--- config.mk ---
export PLATFORM = sky130hd
export DESIGN_NAME = arx_model_step_unit
export DESIGN_NICKNAME = d
export VERILOG_FILES = /design/src/hdl/amsu_pkg.sv /design/src/hdl/amsu_coef_store.sv /design/src/hdl/amsu_tap_store.sv /design/src/hdl/amsu_mac.sv /design/src/hdl/arx_model_step_unit.sv
export SDC_FILE = /design/constraint.sdc
export NUM_CORES = 2
export LEC_CHECK = 0
export ABC_AREA = 1
export BUFFER_PORTS_ARGS = -buffer_cell sky130_fd_sc_hd__buf_2
export CORE_UTILIZATION = 55
export DETAILED_ROUTE_END_ITERATION = 10
export PLACE_DENSITY = 0.86
export REMOVE_ABC_BUFFERS = 1
export SLEW_MARGIN = 30
export SYNTH_ARGS = -nofsm -noshare
export SYNTH_HDL_FRONTEND = slang
export SYNTH_SLANG_ARGS = --single-unit
--- constraint.sdc ---
create_clock -name clk_i -period 6.15 [get_ports clk_i]
set_input_delay 0.615 -clock clk_i [delete_from_list [all_inputs] [get_ports clk_i]]
set_output_delay 0.615 -clock clk_i [all_outputs]
set_load 0.05 [all_outputs]
--- src/hdl/amsu_pkg.sv ---
// Shared constants, payload types and control structs of the ARX model step unit.
`default_nettype none

package amsu_pkg;

  // Model dimensions
  localparam int MAX_NA     = 8;
  localparam int MAX_NB     = 8;
  localparam int MAX_DELAY  = 7;
  localparam int HIST_DEPTH = MAX_NA + MAX_DELAY;

  // Field widths
  localparam int SAMPLE_W   = 16;
  localparam int COEF_W     = 16;
  localparam int CMD_W      = 2;
  localparam int CNT_CFG_W  = 4;
  localparam int DLY_W      = 3;
  localparam int CFG_IDX_W  = 2;
  localparam int CFG_DATA_W = 4;

  // Coefficient store: a taps from slot 0, b taps from slot B_BASE, modulo COEF_SLOTS
  localparam int COEF_SLOTS = 16;
  localparam int COEF_AW    = 4;
  localparam int B_BASE     = 8;

  // Tap memory: two rings of 2**RING_W entries, input samples and output history
  localparam int RING_SPAN = (MAX_NB > HIST_DEPTH) ? MAX_NB : HIST_DEPTH;
  localparam int RING_W    = (RING_SPAN > 1) ? $clog2(RING_SPAN) : 1;
  localparam int TAP_AW    = RING_W + 1;
  localparam int TAP_DEPTH = 2 ** TAP_AW;

  // Tap counter of the sequencer
  localparam int MAX_TAPS  = (MAX_NA > MAX_NB) ? MAX_NA : MAX_NB;
  localparam int TAP_CNT_W = (MAX_TAPS > 1) ? $clog2(MAX_TAPS) : 1;

  // Arithmetic: Q2.14 x Q1.15 gives Q3.29, rounded back to Q1.15
  localparam int PROD_W     = SAMPLE_W + COEF_W;
  localparam int ACC_W      = PROD_W + $clog2(MAX_NA + MAX_NB) + 1;
  localparam int FRAC_SHIFT = 14;
  localparam int RES_W      = ACC_W - FRAC_SHIFT;
  localparam logic [ACC_W-1:0] ROUND_BIAS = ACC_W'(1) << (FRAC_SHIFT - 1);

  // Commands
  localparam logic [CMD_W-1:0] CMD_RUN_OWN  = 2'd0;
  localparam logic [CMD_W-1:0] CMD_RUN_MEAS = 2'd1;
  localparam logic [CMD_W-1:0] CMD_LOAD     = 2'd2;

  // Configuration register indexes
  localparam logic [CFG_IDX_W-1:0] REG_NA    = 2'd0;
  localparam logic [CFG_IDX_W-1:0] REG_NB    = 2'd1;
  localparam logic [CFG_IDX_W-1:0] REG_DELAY = 2'd2;

  typedef struct packed {
    logic [CMD_W-1:0]           cmd;
    logic signed [SAMPLE_W-1:0] sample_in;
    logic signed [SAMPLE_W-1:0] measured_out;
    logic [COEF_AW-1:0]         coef_index;
    logic signed [COEF_W-1:0]   coef_value;
  } amsu_in_t;

  typedef struct packed {
    logic signed [SAMPLE_W-1:0] model_out;
    logic                       clipped;
  } amsu_out_t;

  // One multiply-accumulate term as issued with its memory reads
  typedef struct packed {
    logic en;
    logic sub;
  } amsu_term_t;

  // Tap memory control from the sequencer
  typedef struct packed {
    logic                       push_in;
    logic                       push_hist;
    logic signed [SAMPLE_W-1:0] sample;
    logic signed [SAMPLE_W-1:0] past;
    logic                       rd_hist;
    logic [RING_W-1:0]          rd_off;
  } amsu_tap_ctl_t;

endpackage

`default_nettype wire

--- src/hdl/amsu_coef_store.sv ---
// Coefficient memory with per-slot valid bits so unwritten slots read as zero.
`default_nettype none

module amsu_coef_store
  import amsu_pkg::*;
(
  input  wire logic                     clk_i,
  input  wire logic                     rst_ni,
  input  wire logic                     wr_en_i,
  input  wire logic [COEF_AW-1:0]       wr_addr_i,
  input  wire logic signed [COEF_W-1:0] wr_data_i,
  input  wire logic [COEF_AW-1:0]       rd_addr_i,
  output logic signed [COEF_W-1:0]      rd_data_o
);

  logic signed [COEF_W-1:0] mem [COEF_SLOTS];
  logic [COEF_SLOTS-1:0]    vld_q;
  logic signed [COEF_W-1:0] rdata_q;
  logic                     rvld_q;

  // Write port and registered read
  always_ff @(posedge clk_i) begin
    if (wr_en_i) begin
      mem[wr_addr_i] <= wr_data_i;
    end
    rdata_q <= mem[rd_addr_i];
  end

  // Track written slots
  always_ff @(posedge clk_i or negedge rst_ni) begin
    if (!rst_ni) begin
      vld_q  <= '0;
      rvld_q <= 1'b0;
    end else begin
      if (wr_en_i) begin
        vld_q[wr_addr_i] <= 1'b1;
      end
      rvld_q <= vld_q[rd_addr_i];
    end
  end

  assign rd_data_o = rvld_q ? rdata_q : '0;

endmodule

`default_nettype wire

--- src/hdl/amsu_tap_store.sv ---
// Tap memory holding the input sample ring and the output history ring.
`default_nettype none

module amsu_tap_store
  import amsu_pkg::*;
(
  input  wire logic                 clk_i,
  input  wire logic                 rst_ni,
  input  wire amsu_tap_ctl_t        ctl_i,
  output logic signed [SAMPLE_W-1:0] rd_data_o
);

  logic signed [SAMPLE_W-1:0] mem [TAP_DEPTH];
  logic [TAP_DEPTH-1:0]       vld_q;
  logic [RING_W-1:0]          in_ptr_q, in_ptr_d;
  logic [RING_W-1:0]          hist_ptr_q, hist_ptr_d;
  logic                       wr_en;
  logic [TAP_AW-1:0]          wr_addr;
  logic signed [SAMPLE_W-1:0] wr_data;
  logic [TAP_AW-1:0]          rd_addr;
  logic signed [SAMPLE_W-1:0] rdata_q;
  logic                       rvld_q;

  // Advance the ring heads; a push writes the slot the head moves to
  always_comb begin
    in_ptr_d   = ctl_i.push_in   ? in_ptr_q + 1'b1   : in_ptr_q;
    hist_ptr_d = ctl_i.push_hist ? hist_ptr_q + 1'b1 : hist_ptr_q;
    wr_en      = ctl_i.push_in | ctl_i.push_hist;
    if (ctl_i.push_hist) begin
      wr_addr = {1'b1, hist_ptr_d};
      wr_data = ctl_i.past;
    end else begin
      wr_addr = {1'b0, in_ptr_d};
      wr_data = ctl_i.sample;
    end
  end

  // Read the entry a given number of places behind the newest one
  assign rd_addr = ctl_i.rd_hist ? {1'b1, hist_ptr_q - ctl_i.rd_off}
                                 : {1'b0, in_ptr_q - ctl_i.rd_off};

  always_ff @(posedge clk_i) begin
    if (wr_en) begin
      mem[wr_addr] <= wr_data;
    end
    rdata_q <= mem[rd_addr];
  end

  // Ring heads and per-entry valid bits
  always_ff @(posedge clk_i or negedge rst_ni) begin
    if (!rst_ni) begin
      in_ptr_q   <= '0;
      hist_ptr_q <= '0;
      vld_q      <= '0;
      rvld_q     <= 1'b0;
    end else begin
      in_ptr_q   <= in_ptr_d;
      hist_ptr_q <= hist_ptr_d;
      if (wr_en) begin
        vld_q[wr_addr] <= 1'b1;
      end
      rvld_q <= vld_q[rd_addr];
    end
  end

  assign rd_data_o = rvld_q ? rdata_q : '0;

  // The single write port takes one push per cycle
  assert property (@(posedge clk_i) disable iff (!rst_ni)
    !(ctl_i.push_in && ctl_i.push_hist))
    else $error("tap store: input and history push in the same cycle");

endmodule

`default_nettype wire

--- src/hdl/amsu_mac.sv ---
// Shared multiply-accumulate unit with rounding and saturation of the sum.
`default_nettype none

module amsu_mac
  import amsu_pkg::*;
(
  input  wire logic                       clk_i,
  input  wire logic                       rst_ni,
  input  wire logic                       clr_i,
  input  wire amsu_term_t                 issue_i,
  input  wire logic signed [COEF_W-1:0]   coef_i,
  input  wire logic signed [SAMPLE_W-1:0] tap_i,
  output logic                            busy_o,
  output amsu_out_t                       res_o
);

  amsu_term_t               term_q;
  logic                     prod_en_q;
  logic                     prod_sub_q;
  logic signed [PROD_W-1:0] prod_q;
  logic signed [ACC_W-1:0]  acc_q, acc_d;
  logic signed [ACC_W-1:0]  biased;
  logic signed [ACC_W-1:0]  shifted;
  logic signed [RES_W-1:0]  rnd;
  logic                     clip;

  // Clear, accumulate or subtract the registered product
  always_comb begin
    acc_d = acc_q;
    if (clr_i) begin
      acc_d = '0;
    end else if (prod_en_q) begin
      if (prod_sub_q) begin
        acc_d = acc_q - ACC_W'(prod_q);
      end else begin
        acc_d = acc_q + ACC_W'(prod_q);
      end
    end
  end

  // Product register, aligned with the memory read data
  always_ff @(posedge clk_i) begin
    prod_q <= coef_i * tap_i;
    acc_q  <= acc_d;
  end

  always_ff @(posedge clk_i or negedge rst_ni) begin
    if (!rst_ni) begin
      term_q     <= '0;
      prod_en_q  <= 1'b0;
      prod_sub_q <= 1'b0;
    end else begin
      term_q     <= issue_i;
      prod_en_q  <= term_q.en;
      prod_sub_q <= term_q.sub;
    end
  end

  assign busy_o = term_q.en | prod_en_q;

  // Round half up to Q1.15, then saturate
  always_comb begin
    biased  = acc_q + $signed(ROUND_BIAS);
    shifted = biased >>> FRAC_SHIFT;
    rnd     = shifted[RES_W-1:0];
    clip    = (rnd[RES_W-1:SAMPLE_W-1] != '0) && (rnd[RES_W-1:SAMPLE_W-1] != '1);
    res_o.clipped = clip;
    if (!clip) begin
      res_o.model_out = rnd[SAMPLE_W-1:0];
    end else if (rnd[RES_W-1]) begin
      res_o.model_out = {1'b1, {(SAMPLE_W-1){1'b0}}};
    end else begin
      res_o.model_out = {1'b0, {(SAMPLE_W-1){1'b1}}};
    end
  end

endmodule

`default_nettype wire

--- src/hdl/arx_model_step_unit.sv ---
// Top level of the ARX model step unit: sequencer, configuration and result register.
//
//   channel | direction | handshake                | payload
//   --------+-----------+--------------------------+-----------------------------------
//   in      | sink      | in_valid_i / in_ready_o  | in_i  (cmd, samples, coefficient)
//   out     | source    | out_valid_o / out_ready_i| out_o (model_out, clipped)
//   cfg     | sink      | cfg_valid_i / cfg_ready_o| cfg_index_i, cfg_data_i
//
// A run item occupies the unit for nb b terms and then na a terms, one tap term per cycle
// through the single read port of the tap memory and the shared multiplier, then the drain
// of the product and accumulator registers and the rounding into the result register.
// Load and unused commands are taken in the idle state. Reset clears all state at once
// through valid bits; no clearing pass. A stalled result holds the unit in its final cycle
// only when a new result is ready and the previous one has not yet been taken.
`default_nettype none

module arx_model_step_unit
  import amsu_pkg::*;
(
  input  wire logic                  clk_i,
  input  wire logic                  rst_ni,
  input  wire logic                  in_valid_i,
  output logic                       in_ready_o,
  input  wire amsu_in_t              in_i,
  output logic                       out_valid_o,
  input  wire logic                  out_ready_i,
  output amsu_out_t                  out_o,
  input  wire logic                  cfg_valid_i,
  output logic                       cfg_ready_o,
  input  wire logic [CFG_IDX_W-1:0]  cfg_index_i,
  input  wire logic [CFG_DATA_W-1:0] cfg_data_i
);

  typedef enum logic [4:0] {
    S_IDLE   = 5'b00001,
    S_BTAP   = 5'b00010,
    S_ATAP   = 5'b00100,
    S_DRAIN  = 5'b01000,
    S_FINISH = 5'b10000
  } amsu_state_e;

  amsu_state_e                state_q, state_d;
  logic [TAP_CNT_W-1:0]       term_q, term_d;
  logic                       drain_q, drain_d;
  logic [CNT_CFG_W-1:0]       cfg_na_q, cfg_nb_q;
  logic [DLY_W-1:0]           cfg_dly_q;
  logic signed [SAMPLE_W-1:0] past_q;
  logic signed [SAMPLE_W-1:0] last_result_q;
  amsu_out_t                  out_q;
  logic                       out_valid_q;

  logic                       in_xfer;
  logic                       is_run;
  logic                       is_load;
  logic                       acc_clr;
  logic                       load_out;
  logic [CNT_CFG_W:0]         na_clamp, nb_clamp;
  logic [DLY_W:0]             dly_clamp;
  logic [TAP_CNT_W-1:0]       na_last, nb_last;
  amsu_term_t                 issue;
  amsu_tap_ctl_t              tap_ctl;
  logic [COEF_AW-1:0]         coef_rd_addr;
  logic signed [COEF_W-1:0]   coef_rd;
  logic signed [SAMPLE_W-1:0] tap_rd;
  logic                       mac_busy;
  amsu_out_t                  mac_res;

  assign in_ready_o  = (state_q == S_IDLE);
  assign cfg_ready_o = 1'b1;
  assign in_xfer     = in_valid_i & in_ready_o;
  assign is_run      = (in_i.cmd == CMD_RUN_OWN) || (in_i.cmd == CMD_RUN_MEAS);
  assign is_load     = (in_i.cmd == CMD_LOAD);

  // Clamp tap counts and delay to their legal ranges
  always_comb begin
    if (cfg_na_q == '0) begin
      na_clamp = (CNT_CFG_W+1)'(1);
    end else if ({1'b0, cfg_na_q} > (CNT_CFG_W+1)'(MAX_NA)) begin
      na_clamp = (CNT_CFG_W+1)'(MAX_NA);
    end else begin
      na_clamp = {1'b0, cfg_na_q};
    end
    if (cfg_nb_q == '0) begin
      nb_clamp = (CNT_CFG_W+1)'(1);
    end else if ({1'b0, cfg_nb_q} > (CNT_CFG_W+1)'(MAX_NB)) begin
      nb_clamp = (CNT_CFG_W+1)'(MAX_NB);
    end else begin
      nb_clamp = {1'b0, cfg_nb_q};
    end
    if ({1'b0, cfg_dly_q} > (DLY_W+1)'(MAX_DELAY)) begin
      dly_clamp = (DLY_W+1)'(MAX_DELAY);
    end else begin
      dly_clamp = {1'b0, cfg_dly_q};
    end
    na_last = TAP_CNT_W'(na_clamp - 1'b1);
    nb_last = TAP_CNT_W'(nb_clamp - 1'b1);
  end

  // Sequencer: b terms over the input ring, then a terms over the delayed history
  always_comb begin
    state_d           = state_q;
    term_d            = term_q;
    drain_d           = drain_q;
    issue             = '0;
    acc_clr           = 1'b0;
    load_out          = 1'b0;
    coef_rd_addr      = '0;
    tap_ctl           = '0;
    tap_ctl.push_in   = in_xfer & is_run;
    tap_ctl.sample    = in_i.sample_in;
    tap_ctl.past      = past_q;
    case (state_q)
      S_IDLE: begin
        if (in_xfer && is_run) begin
          state_d = S_BTAP;
          term_d  = '0;
          acc_clr = 1'b1;
        end
      end
      S_BTAP: begin
        issue.en          = 1'b1;
        tap_ctl.push_hist = (term_q == '0);
        tap_ctl.rd_off    = RING_W'(term_q);
        coef_rd_addr      = COEF_AW'(B_BASE) + COEF_AW'(term_q);
        if (term_q == nb_last) begin
          state_d = S_ATAP;
          term_d  = '0;
        end else begin
          term_d = term_q + 1'b1;
        end
      end
      S_ATAP: begin
        // Delay plus tap index never passes the history depth
        issue.en        = 1'b1;
        issue.sub       = 1'b1;
        tap_ctl.rd_hist = 1'b1;
        tap_ctl.rd_off  = RING_W'(dly_clamp) + RING_W'(term_q);
        coef_rd_addr    = COEF_AW'(term_q);
        if (term_q == na_last) begin
          state_d = S_DRAIN;
          drain_d = 1'b0;
        end else begin
          term_d = term_q + 1'b1;
        end
      end
      S_DRAIN: begin
        if (drain_q) begin
          state_d = S_FINISH;
        end else begin
          drain_d = 1'b1;
        end
      end
      S_FINISH: begin
        if (!out_valid_q || out_ready_i) begin
          load_out = 1'b1;
          state_d  = S_IDLE;
        end
      end
      default: begin
        state_d = S_IDLE;
      end
    endcase
  end

  // Control registers
  always_ff @(posedge clk_i or negedge rst_ni) begin
    if (!rst_ni) begin
      state_q       <= S_IDLE;
      term_q        <= '0;
      drain_q       <= 1'b0;
      cfg_na_q      <= CNT_CFG_W'(1);
      cfg_nb_q      <= CNT_CFG_W'(1);
      cfg_dly_q     <= '0;
      last_result_q <= '0;
      out_valid_q   <= 1'b0;
    end else begin
      state_q <= state_d;
      term_q  <= term_d;
      drain_q <= drain_d;
      if (cfg_valid_i && cfg_ready_o) begin
        case (cfg_index_i)
          REG_NA:    cfg_na_q  <= cfg_data_i[CNT_CFG_W-1:0];
          REG_NB:    cfg_nb_q  <= cfg_data_i[CNT_CFG_W-1:0];
          REG_DELAY: cfg_dly_q <= cfg_data_i[DLY_W-1:0];
          default: ;
        endcase
      end
      if (load_out) begin
        last_result_q <= mac_res.model_out;
        out_valid_q   <= 1'b1;
      end else if (out_ready_i) begin
        out_valid_q <= 1'b0;
      end
    end
  end

  // Payload registers: past output for the history and the result
  always_ff @(posedge clk_i) begin
    if (in_xfer && is_run) begin
      past_q <= (in_i.cmd == CMD_RUN_MEAS) ? in_i.measured_out : last_result_q;
    end
    if (load_out) begin
      out_q <= mac_res;
    end
  end

  assign out_valid_o = out_valid_q;
  assign out_o       = out_q;

  amsu_coef_store u_coef_store (
    .clk_i     (clk_i),
    .rst_ni    (rst_ni),
    .wr_en_i   (in_xfer & is_load),
    .wr_addr_i (in_i.coef_index),
    .wr_data_i (in_i.coef_value),
    .rd_addr_i (coef_rd_addr),
    .rd_data_o (coef_rd)
  );

  amsu_tap_store u_tap_store (
    .clk_i     (clk_i),
    .rst_ni    (rst_ni),
    .ctl_i     (tap_ctl),
    .rd_data_o (tap_rd)
  );

  amsu_mac u_mac (
    .clk_i   (clk_i),
    .rst_ni  (rst_ni),
    .clr_i   (acc_clr),
    .issue_i (issue),
    .coef_i  (coef_rd),
    .tap_i   (tap_rd),
    .busy_o  (mac_busy),
    .res_o   (mac_res)
  );

  // A run transfer starts the b-tap pass
  assert property (@(posedge clk_i) disable iff (!rst_ni)
    (in_xfer && is_run) |=> (state_q == S_BTAP))
    else $error("run transfer did not start the tap pass");

  // The pipeline is empty by the time the sum is rounded
  assert property (@(posedge clk_i) disable iff (!rst_ni)
    (state_q == S_FINISH) |-> !mac_busy)
    else $error("result taken before accumulation finished");

  // A loaded result is shown and recorded as the last output
  assert property (@(posedge clk_i) disable iff (!rst_ni)
    load_out |=> (out_valid_o && (last_result_q == out_o.model_out)))
    else $error("result register and last output disagree");

endmodule

`default_nettype wire
==> results.json <==
{
  "status": "completed",
  "yosys_most_used_dff": "edfxtp_1",
  "max_slew.worst_pin.slew_ns": 1.02,
  "clock-sinks": 1001,
  "die_area_mm2": 0.0979,
  "max_slew_margin_vs_limit": 0.319,
  "detailroute.via_count": 39000,
  "finalWirelength_um": 146000,
  "first_global_vias": 38500,
  "area_delta_synth_final_pct": 10.8,
  "route.antenna.remaining_nets": 0,
  "critical_path_class": "register to register",
  "timing.rr.end": "u_mac.prod_q[29]",
  "cp_num_buf_inv": 7,
  "share_of_synthesized_flip_flops_with_an_asynchronous_set_or_reset": 0.0989,
  "crit_path_cell_trace": "buf_12 -> nand2_1 -> inv_1 -> nand2_1 -> fa_1 -> inv_1 -> fa_1 -> inv_1 -> fa_1 -> inv_1 -> fa_1 -> fa_1 -> inv_1 -> fa_1 -> inv_1 -> ha_1 -> nand2_1 -> nor2_1 -> nand2_1 -> o211ai_1 -> xor2_1",
  "regToRegStartpoint": "u_tap_store.rvld_q",
  "element_type_at_the_critical_path_start": "register",
  "pin_count": 85,
  "gp_routability_congestion": 1.01,
  "critical-path-slowest-cell": "fa_1",
  "layout.filler_cells": 7259,
  "path_delay_family": "adder cells",
  "final_layout_size_suffix_gt1_frac": 0.105,
  "core_area_mm2": 0.0953,
  "reg2reg_slack_ns": 0.04,
  "initial_core_util": 0.558,
  "track_usage": 0.298,
  "timing.critical_path.slowest_cell_delay_ns": 0.51,
  "critical_path.startpoint": "u_tap_store.rvld_q",
  "htreeDepth": 3,
  "hold_slack_ns": 0.100,
  "detailedPlacementHpwl_um": 97200,
  "yosysTopAreaCellShare": 0.453,
  "depth_of_the_worst_register_to_register_path": 21,
  "detail_route.drc_violations": 0,
  "final_net_count": 5674,
  "hold_path.class": "primary input to register",
  "critical_path_required_ns": 6.67,
  "post-route-period-util": 0.993,
  "utilization_after_layout": 0.618,
  "finClkSkew_ns": 0.0851,
  "placement_rows": 113,
  "routedWlPerCell_um": 22.2,
  "endpoint": "u_mac.prod_q[29]",
  "postSynthCellCount": 5109,
  "cts_buffer_depth": 3,
  "slew_violations": 0,
  "place.port_buffers": 83,
  "setup_viols_final": 0,
  "post-route-min-period_ns": 6.11,
  "place_worst_setup_slack_ns": -0.100,
  "post_dp_cell_area_mm2": 0.0554,
  "iteration_0_drc_count_of_the_detailed_router": 4807,
  "worst_setup_path_end_kind": "register",
  "synthesis.yosys.warnings": 0,
  "clk_root_buffer_cell": "clkbuf_16",
  "fp.dieW_um": 313,
  "globalRoute.totalOverflow": 0,
  "initial_antenna_violation_count": 6,
  "tritoncts": "done",
  "critical_path_depth": 21,
  "die_height_um": 313,
  "hold_viol_final": 0,
  "clk_pin_slew_worst_paths_ns": 0.06,
  "final_worst_slack_ns": 0.0414,
  "timing.fmax_mhz": 164,
  "synth.distinct_cells": 60,
  "final_instance_area_mm2": 0.0589,
  "timing.max_cap.violations": 0,
  "routed_via_density": 5.94,
  "crit_path_max_fanout": 17,
  "clock_insertion_delay_worst_skew_ns": 0.74,
  "grt_setup_unrepaired": "yes",
  "drt-pass1-iter-count": 8,
  "synthesis.area_per_instance_um2": 10.4,
  "worst-endpoint-arrival_ns": 6.63,
  "synth_area_leader_cell": "edfxtp_1",
  "synth-edff-count": 801,
  "grt_start_max_net_pins": 214,
  "synth_area_mm2": 0.0531,
  "synth.top_cells.by_area": "edfxtp_1 (45%), fa_1 (10%), nand2_1 (5.5%), nor2_1 (4.7%), dfrtp_1 (4.5%)",
  "cts_buffers": 98,
  "grt_first_pass_wirelength_um": 222000,
  "ys_ff_latch": 1001,
  "synth.yosys.seq_area_share": 0.537
}
-- final cells by class --
type                    count  area [um2]  area share
multi-input cells        3241       21500       0.365
clock inverters            63         659      0.0112
inverters                 652        2480      0.0421
repair buffers            217        1530      0.0260
diodes                      3        7.51    0.000127
flip-flops and latches   1001       28600       0.485
repair inverters            1        7.51    0.000127
well taps                1265        1580      0.0269
clock buffers             118        2580      0.0438
-- flip-flops by register name, indices dropped and copies added (netlist names), 5 cells and up --
signal and count:
last_result_q 16, u_tap_store.rdata_q 16, u_coef_store.mem 256, u_mac.prod_q 32, out_o 17, state_q 5, u_tap_store.vld_q 32, u_tap_store.mem 512
past_q 16, u_mac.acc_q 37, u_coef_store.vld_q 16, u_coef_store.rdata_q 16
-- through the flow --
| stage | setup TNS, ns | cells |
|---|---|---|
| final | 0 | 6561 |
| after global routing | -0.167 | 6561 |
| after CTS | 0 | 6549 |
| after detailed placement | -0.100 | 6367 |
| after global placement | -0.208 | 6367 |
| after floorplan | -102.42 | 4894 |
-- Yosys cell counts (12+ instances only) --
library cell    n
mux2_2         50
buf_2          44
xor2_1         71
o21ai_0       422
edfxtp_1      801
dfrtp_1        96
fa_1          265
nand3_1       190
inv_1         635
nor2_1        661
o22ai_1       129
dfxtp_1       101
clkbuf_1      155
nand2b_1       32
a21o_1         13
xnor2_1        39
o211ai_1      109
nand2_1       782
ha_1          132
o221ai_1       68
or2_2          16
nor3_1         12
o21bai_1       23
nand4_1        24
nand2_2        18
a21oi_1       106
-- cells in the final DEF, fill, tap and decap left out, types with 16 or more instances in the layout --
| master | n |
|---|---|
| buf_4 | 125 |
| inv_1 | 628 |
| clkbuf_16 | 99 |
| o22ai_1 | 129 |
| xnor2_1 | 39 |
| fa_1 | 262 |
| or2_2 | 16 |
| o211ai_1 | 109 |
| nand4_1 | 24 |
| nand2b_1 | 32 |
| nor2_1 | 646 |
| dfxtp_1 | 101 |
| nand2_1 | 760 |
| buf_2 | 82 |
| ha_1 | 129 |
| o21bai_1 | 23 |
| nand3_1 | 189 |
| clkinv_2 | 22 |
| nand2_2 | 37 |
| o221ai_1 | 68 |
| mux2_2 | 50 |
| nor2_2 | 17 |
| a21oi_1 | 99 |
| dfrtp_1 | 94 |
| clkinv_1 | 19 |
| clkbuf_1 | 16 |
| o21ai_0 | 421 |
| xor2_1 | 70 |
| edfxtp_1 | 801 |
-- cells by family after synthesis --
| kind of cell | count (synthesis) | synth area share |
|---|---|---|
| AOI/OAI and AO/OA | 910 | 0.102 |
| other | 1 | 0.0000706 |
| adders and majority gates | 397 | 0.131 |
| muxes | 50 | 0.0106 |
| xor gates and xnor gates | 111 | 0.0184 |
| buffers and inverters | 867 | 0.0632 |
| DFF | 1001 | 0.537 |
| and+or+nand+nor | 1772 | 0.137 |
-- worst min path at each step --
stage | startpoint | endpoint | slack, ns | depth (start not counted)
3_5_place_dp | u_mac.term_q[1] | u_mac.prod_en_q | 0.35 | 0
6_report | out_ready_i | out_valid_o | 0.10 | 2
3_3_place_gp | u_mac.term_q[0] | u_mac.prod_sub_q | 0.34 | 0
5_1_grt | out_ready_i | out_valid_o | 0.12 | 2
4_1_cts | out_ready_i | out_valid_o | 0.08 | 2
2_1_floorplan | rst_ni | cfg_dly_q[0] | 0.32 | 0
-- per-layer routing --
metal  track usage  routed length (um)  vias to the layer above
li1              -                   -                    17400
met1         0.401               56300                    18900
met2         0.469               67600                     2221
met3        0.0674               16100                      402
met4         0.124                5850                        4
met5             0                  27                        -
-- what timing repair did --
action                                  CTS  global route
cloned                                    0             1
hold buffers                              1             0
pin swaps                                 0             2
hold endpoints to repair                 25             0
gates resized for setup                   3            39
endpoints found under the setup margin    1            15
setup buffers                             0             8
Power is not shown: default switching activity piles up to over one toggle a cycle in this logic, so the estimate is an artifact.
